File: src/bbd_pkg.sv
package bbd_pkg;

	localparam int SCAN_W    = 32;
	localparam int TIME_IN_W = 32;
	localparam int IDX_W     = 5;
	localparam int DELAY_W   = 16;
	localparam int ADDR_W    = 3;
	localparam int DATA_W    = 32;

	localparam logic [DELAY_W-1:0] DELAY_RESET = 16'd50;

	// word index of each register (paddr[2])
	typedef enum logic {
		REG_DEBOUNCE_DELAY = 1'b0
	} reg_idx_t;

endpackage

File: src/bbd_lane.sv
module bbd_lane import bbd_pkg::*; #(
	parameter int TIME_WIDTH = 32
) (
	input  logic                  clk,
	input  logic                  arst_n,
	input  logic                  load,
	input  logic                  level,
	input  logic [TIME_WIDTH-1:0] now,
	input  logic [DELAY_W-1:0]    delay,
	output logic                  evt
);

	logic                  level_q;
	logic [TIME_WIDTH-1:0] change_time_q;
	logic [TIME_WIDTH-1:0] elapsed;

	assign elapsed = now - change_time_q;
	assign evt     = (elapsed > TIME_WIDTH'(delay)) && (level != level_q);

	always_ff @(posedge clk or negedge arst_n) begin
		if (!arst_n) begin
			level_q       <= 1'b0;
			change_time_q <= '0;
		end else if (load && evt) begin
			level_q       <= level;
			change_time_q <= now;
		end
	end

endmodule

File: config.mk
export PLATFORM = sky130hd
export DESIGN_NAME = bbd_lane
export DESIGN_NICKNAME = d
export VERILOG_FILES = /design/src/bbd_pkg.sv /design/src/bbd_lane.sv
export SDC_FILE = /design/constraint.sdc
export NUM_CORES = 1
export LEC_CHECK = 0
export BUFFER_PORTS_ARGS = -buffer_cell sky130_fd_sc_hd__buf_4
export CAP_MARGIN = 20
export CORE_UTILIZATION = 45
export DETAILED_ROUTE_END_ITERATION = 10
export PLACE_DENSITY_LB_ADDON = 0.25
export SLEW_MARGIN = 20
export SYNTH_ARGS = -nofsm -noshare
export SYNTH_HDL_FRONTEND = slang
export SYNTH_SLANG_ARGS = --single-unit
File: constraint.sdc
create_clock -name clk -period 10.4 [get_ports clk]
set_input_delay 0.52 -clock clk [delete_from_list [all_inputs] [get_ports clk]]
set_output_delay 0.52 -clock clk [all_outputs]
set_load 0.1 [all_outputs]
==> flow_metrics.tcl <==
set metrics [dict create \
    outcome "completed" \
    clk_pin_slew_ns 0.08 \
    cp.required_ns 9.88 \
    ys.flop_type "dfrtp_1" \
    route.detailed.drc 0 \
    period_share_pct 48.9 \
    multiInputGateArea_um2 2880 \
    drtIter0Drc 181 \
    cts_setup_buffers 0 \
    syn_area_per_cell_um2 8.84 \
    grt_pass1_vias 3452 \
    cp_cell_sequence "ha_1, fa_1, nand2b_1, a21o_1, a31o_4, a21boi_4, a21oi_1, xnor2_1, ha_1, nand4_1, nor4_1, a21oi_1, nor4_1, nand4_1, nor4_4, nor2_1, buf_4" \
    rr_worst_depth 18 \
    timing.fmax_mhz 197 \
    hold_slack_ns 0.151 \
    ys_ff_latch 33 \
    tns_ns 0 \
    seqCellArea_um2 826 \
    max_slew_margin_pct 53.9 \
    final_nets 606 \
    min_path_type "in -> async" \
    placed_area_um2 4450 \
    drv_slew 0 \
    peakVddDrop_mv 0.0910 \
    grt_pass1_wl_um 17100 \
    synth_edf_count 0 \
    path_max_fanout 4 \
    cellLeakagePower_uw 0.00224 \
    place_ws_ns 5.33 \
    synth-async-reset-ratio_pct 100 \
    worst-setup-path-type "reg -> out" \
    die_height_um 97.5 \
    cp.arrival_ns 4.57 \
    n_antenna_cell 0 \
    cts_made_buffers 5 \
    gr-usage-all-layers_pct 21.9 \
    r2r_slack_ns 5.57 \
    ant_nets 0 \
    power.density_nw_per_um2 192 \
    start_kind "flip-flop" \
    finish.instance_area_um2 4550 \
    slowest_delay_ns 0.44 \
    grt_max_degree 34 \
    yosys.cell_types.count 71 \
    yosysSeqAreaShare_pct 20.1 \
    cts_resized 0 \
    die-area_um2 9500 \
    setup_slack_ns 5.31 \
    coreArea_um2 8760 \
    syn_inst 464 \
    synth_top_area_share_pct 20.1 \
    antenna_found_initial 0 \
    dr.pass1.iters 5 \
    cts_max_path_buffers 2 \
    hpwl_um 8000 \
    insertion_delay_ns 0.29 \
    numClockSinks 33 \
    drv_cap 0 \
    r2r-start "change_time_q[0]$_DFFE_PN0P_" \
    num_vias 3551 \
    start_util_pct 46.8 \
    end_kind "output pin" \
    num-fill-cells 851 \
    syn_to_final_growth_pct 10.9 \
    final_cells 615 \
    fin_crit_ns 5.09 \
    rsz0062_at_grt "false" \
    drt_wl_total_um 10000 \
    gp_congestion 0.983 \
    synthesis.area_um2 4100 \
    yosys.area.top_type "dfrtp_1" \
    setup_viol 0 \
    dp.cells 607 \
    synth_area_leaders "dfrtp_1 20%, ha_1 14%, mux2_4 11%" \
    syn-num-nets 564 \
    cts-root-buf "clkbuf_8" \
    tightest_slew_ns 0.685 \
    wire_per_inst_um 16.3 \
    finalHoldViolCount 0 \
    finalClockSkew_ns 0.00732 \
    io_pins 53 \
    vias_per_cell 5.77 \
    htreeDepth 2 \
    die_w_um 97.5 \
    cts_tree "done" \
    portBuffers 52 \
    rows 34 \
    rr_endpoint "change_time_q[25]$_DFFE_PN0P_" \
    drive_gt1_share_pct 22.9 \
    overflow 0 \
    cts_hold_buffers 0 \
    cpMaxStageDelayCell "nor4_4" \
    synth_warnings 0 \
]
-- cells in the final DEF, fill, tap and decap left out, drive strengths merged, types with 2 or more instances in the layout --
cell and count:
a211oi 4, a31o 3, nand4 13, a21boi 3
inv 57, mux2 32, and3 5, o21a 7
o22ai 4, o21bai 3, xor2 5, or2 2
o211ai 6, clkbuf 7, ha 47, buf 53
o2111ai 3, nor4 7, mux2i 6, o21ai 16
and4 4, nand2b 2, o31ai 4, nor2b 4
nor3b 2, a32oi 2, a211o 2, a21o 16
nor3 6, a31oi 4, o221ai 3, or3 5
dfrtp 33, a21oi 49, or4 2, nor2 20
nand2 29, nand3 13, xnor2 10
-- flip-flops by register name (all words and copies together) (netlist names) --
register       flops
level_q            1
change_time_q     32
-- synthesized netlist by cell type, types with 4 or more instances --
| master | instances |
|---|---|
| o31ai_1 | 4 |
| buf_6 | 6 |
| a21o_1 | 15 |
| mux2i_1 | 6 |
| nor2b_1 | 4 |
| o22ai_1 | 4 |
| a21oi_2 | 4 |
| or3_1 | 5 |
| nand4_1 | 13 |
| mux2_4 | 29 |
| dfrtp_1 | 33 |
| o211ai_1 | 6 |
| nand3_1 | 13 |
| and3_1 | 4 |
| nand2_1 | 29 |
| nor3_1 | 6 |
| o21ai_0 | 12 |
| xor2_1 | 5 |
| o21a_1 | 7 |
| nor4_1 | 6 |
| a21oi_1 | 44 |
| nor2_1 | 20 |
| clkbuf_1 | 4 |
| inv_1 | 57 |
| ha_1 | 47 |
| xnor2_1 | 10 |
-- per-layer routing --
metal | vias up | GRT usage (%) | part of all wire (%) | wire length, um
li1 | 1788 | - | - | -
met1 | 1667 | 31.8 | 49 | 4960
met2 | 88 | 34.9 | 45 | 4540
met3 | 8 | 2.66 | 4.4 | 437
met4 | 0 | 4.41 | 0.99 | 99
met5 | - | 0 | 0 | 0
-- critical path: cells and delay by family, from the launching register on --
family          cells  cell delay (ns)
compound gates      5             0.84
xor+xnor            1             0.14
fa+ha+maj           3             0.96
buf+inv             1             0.24
flops               1             0.39
simple gates        7             1.70
-- cells by family (layout without fill, tap and decap cells) --
group                    after synthesis  in the layout  synth area share [%]
AO/OA/AOI/OAI                        139            139                  23.7
XOR/XNOR                              15             15                  3.20
adder cells (fa/ha/maj)               48             48                  14.8
buffers and inverters                 75            118                  9.73
flip-flops                            33             33                  20.1
multiplexers                          38             38                  12.9
AND/OR/NAND/NOR                      116            116                  15.5
-- final cells by class --
class                      count  area share [%]
clock buffer                   7            2.12
clock inverter                 1           0.110
inverter                      57            4.70
multi-input combinational    356            63.2
sequential                    33            18.1
tap                          108            2.97
timing repair buffer          53            8.74
-- how the worst max path moves through the flow --
| stage | startpoint | endpoint |
|---|---|---|
| 2_1_floorplan | now[0] | evt |
| 3_3_place_gp | now[14] | change_time_q[0]$_DFFE_PN0P_ |
| 3_5_place_dp | now[0] | change_time_q[7]$_DFFE_PN0P_ |
| 4_1_cts | change_time_q[0]$_DFFE_PN0P_ | evt |
| 5_1_grt | change_time_q[0]$_DFFE_PN0P_ | evt |
| 6_report | change_time_q[0]$_DFFE_PN0P_ | evt |
-- metrics by stage --
step           total power [uW]  utilization, %
2_1_floorplan               645               -
3_3_place_gp                744            50.8
3_5_place_dp                755            50.8
4_1_cts                     878            51.9
5_1_grt                     951            51.9
6_report                    874            51.9
-- report_power, final --
group	leakage, uW	switching [uW]	internal (uW)	total (uW)
registers	0.000386	17.8	159	177
clock network	0.0000542	53.2	60.0	113
logic	0.00180	327	257	584
Note: power is estimated with default switching activity, not from simulation.
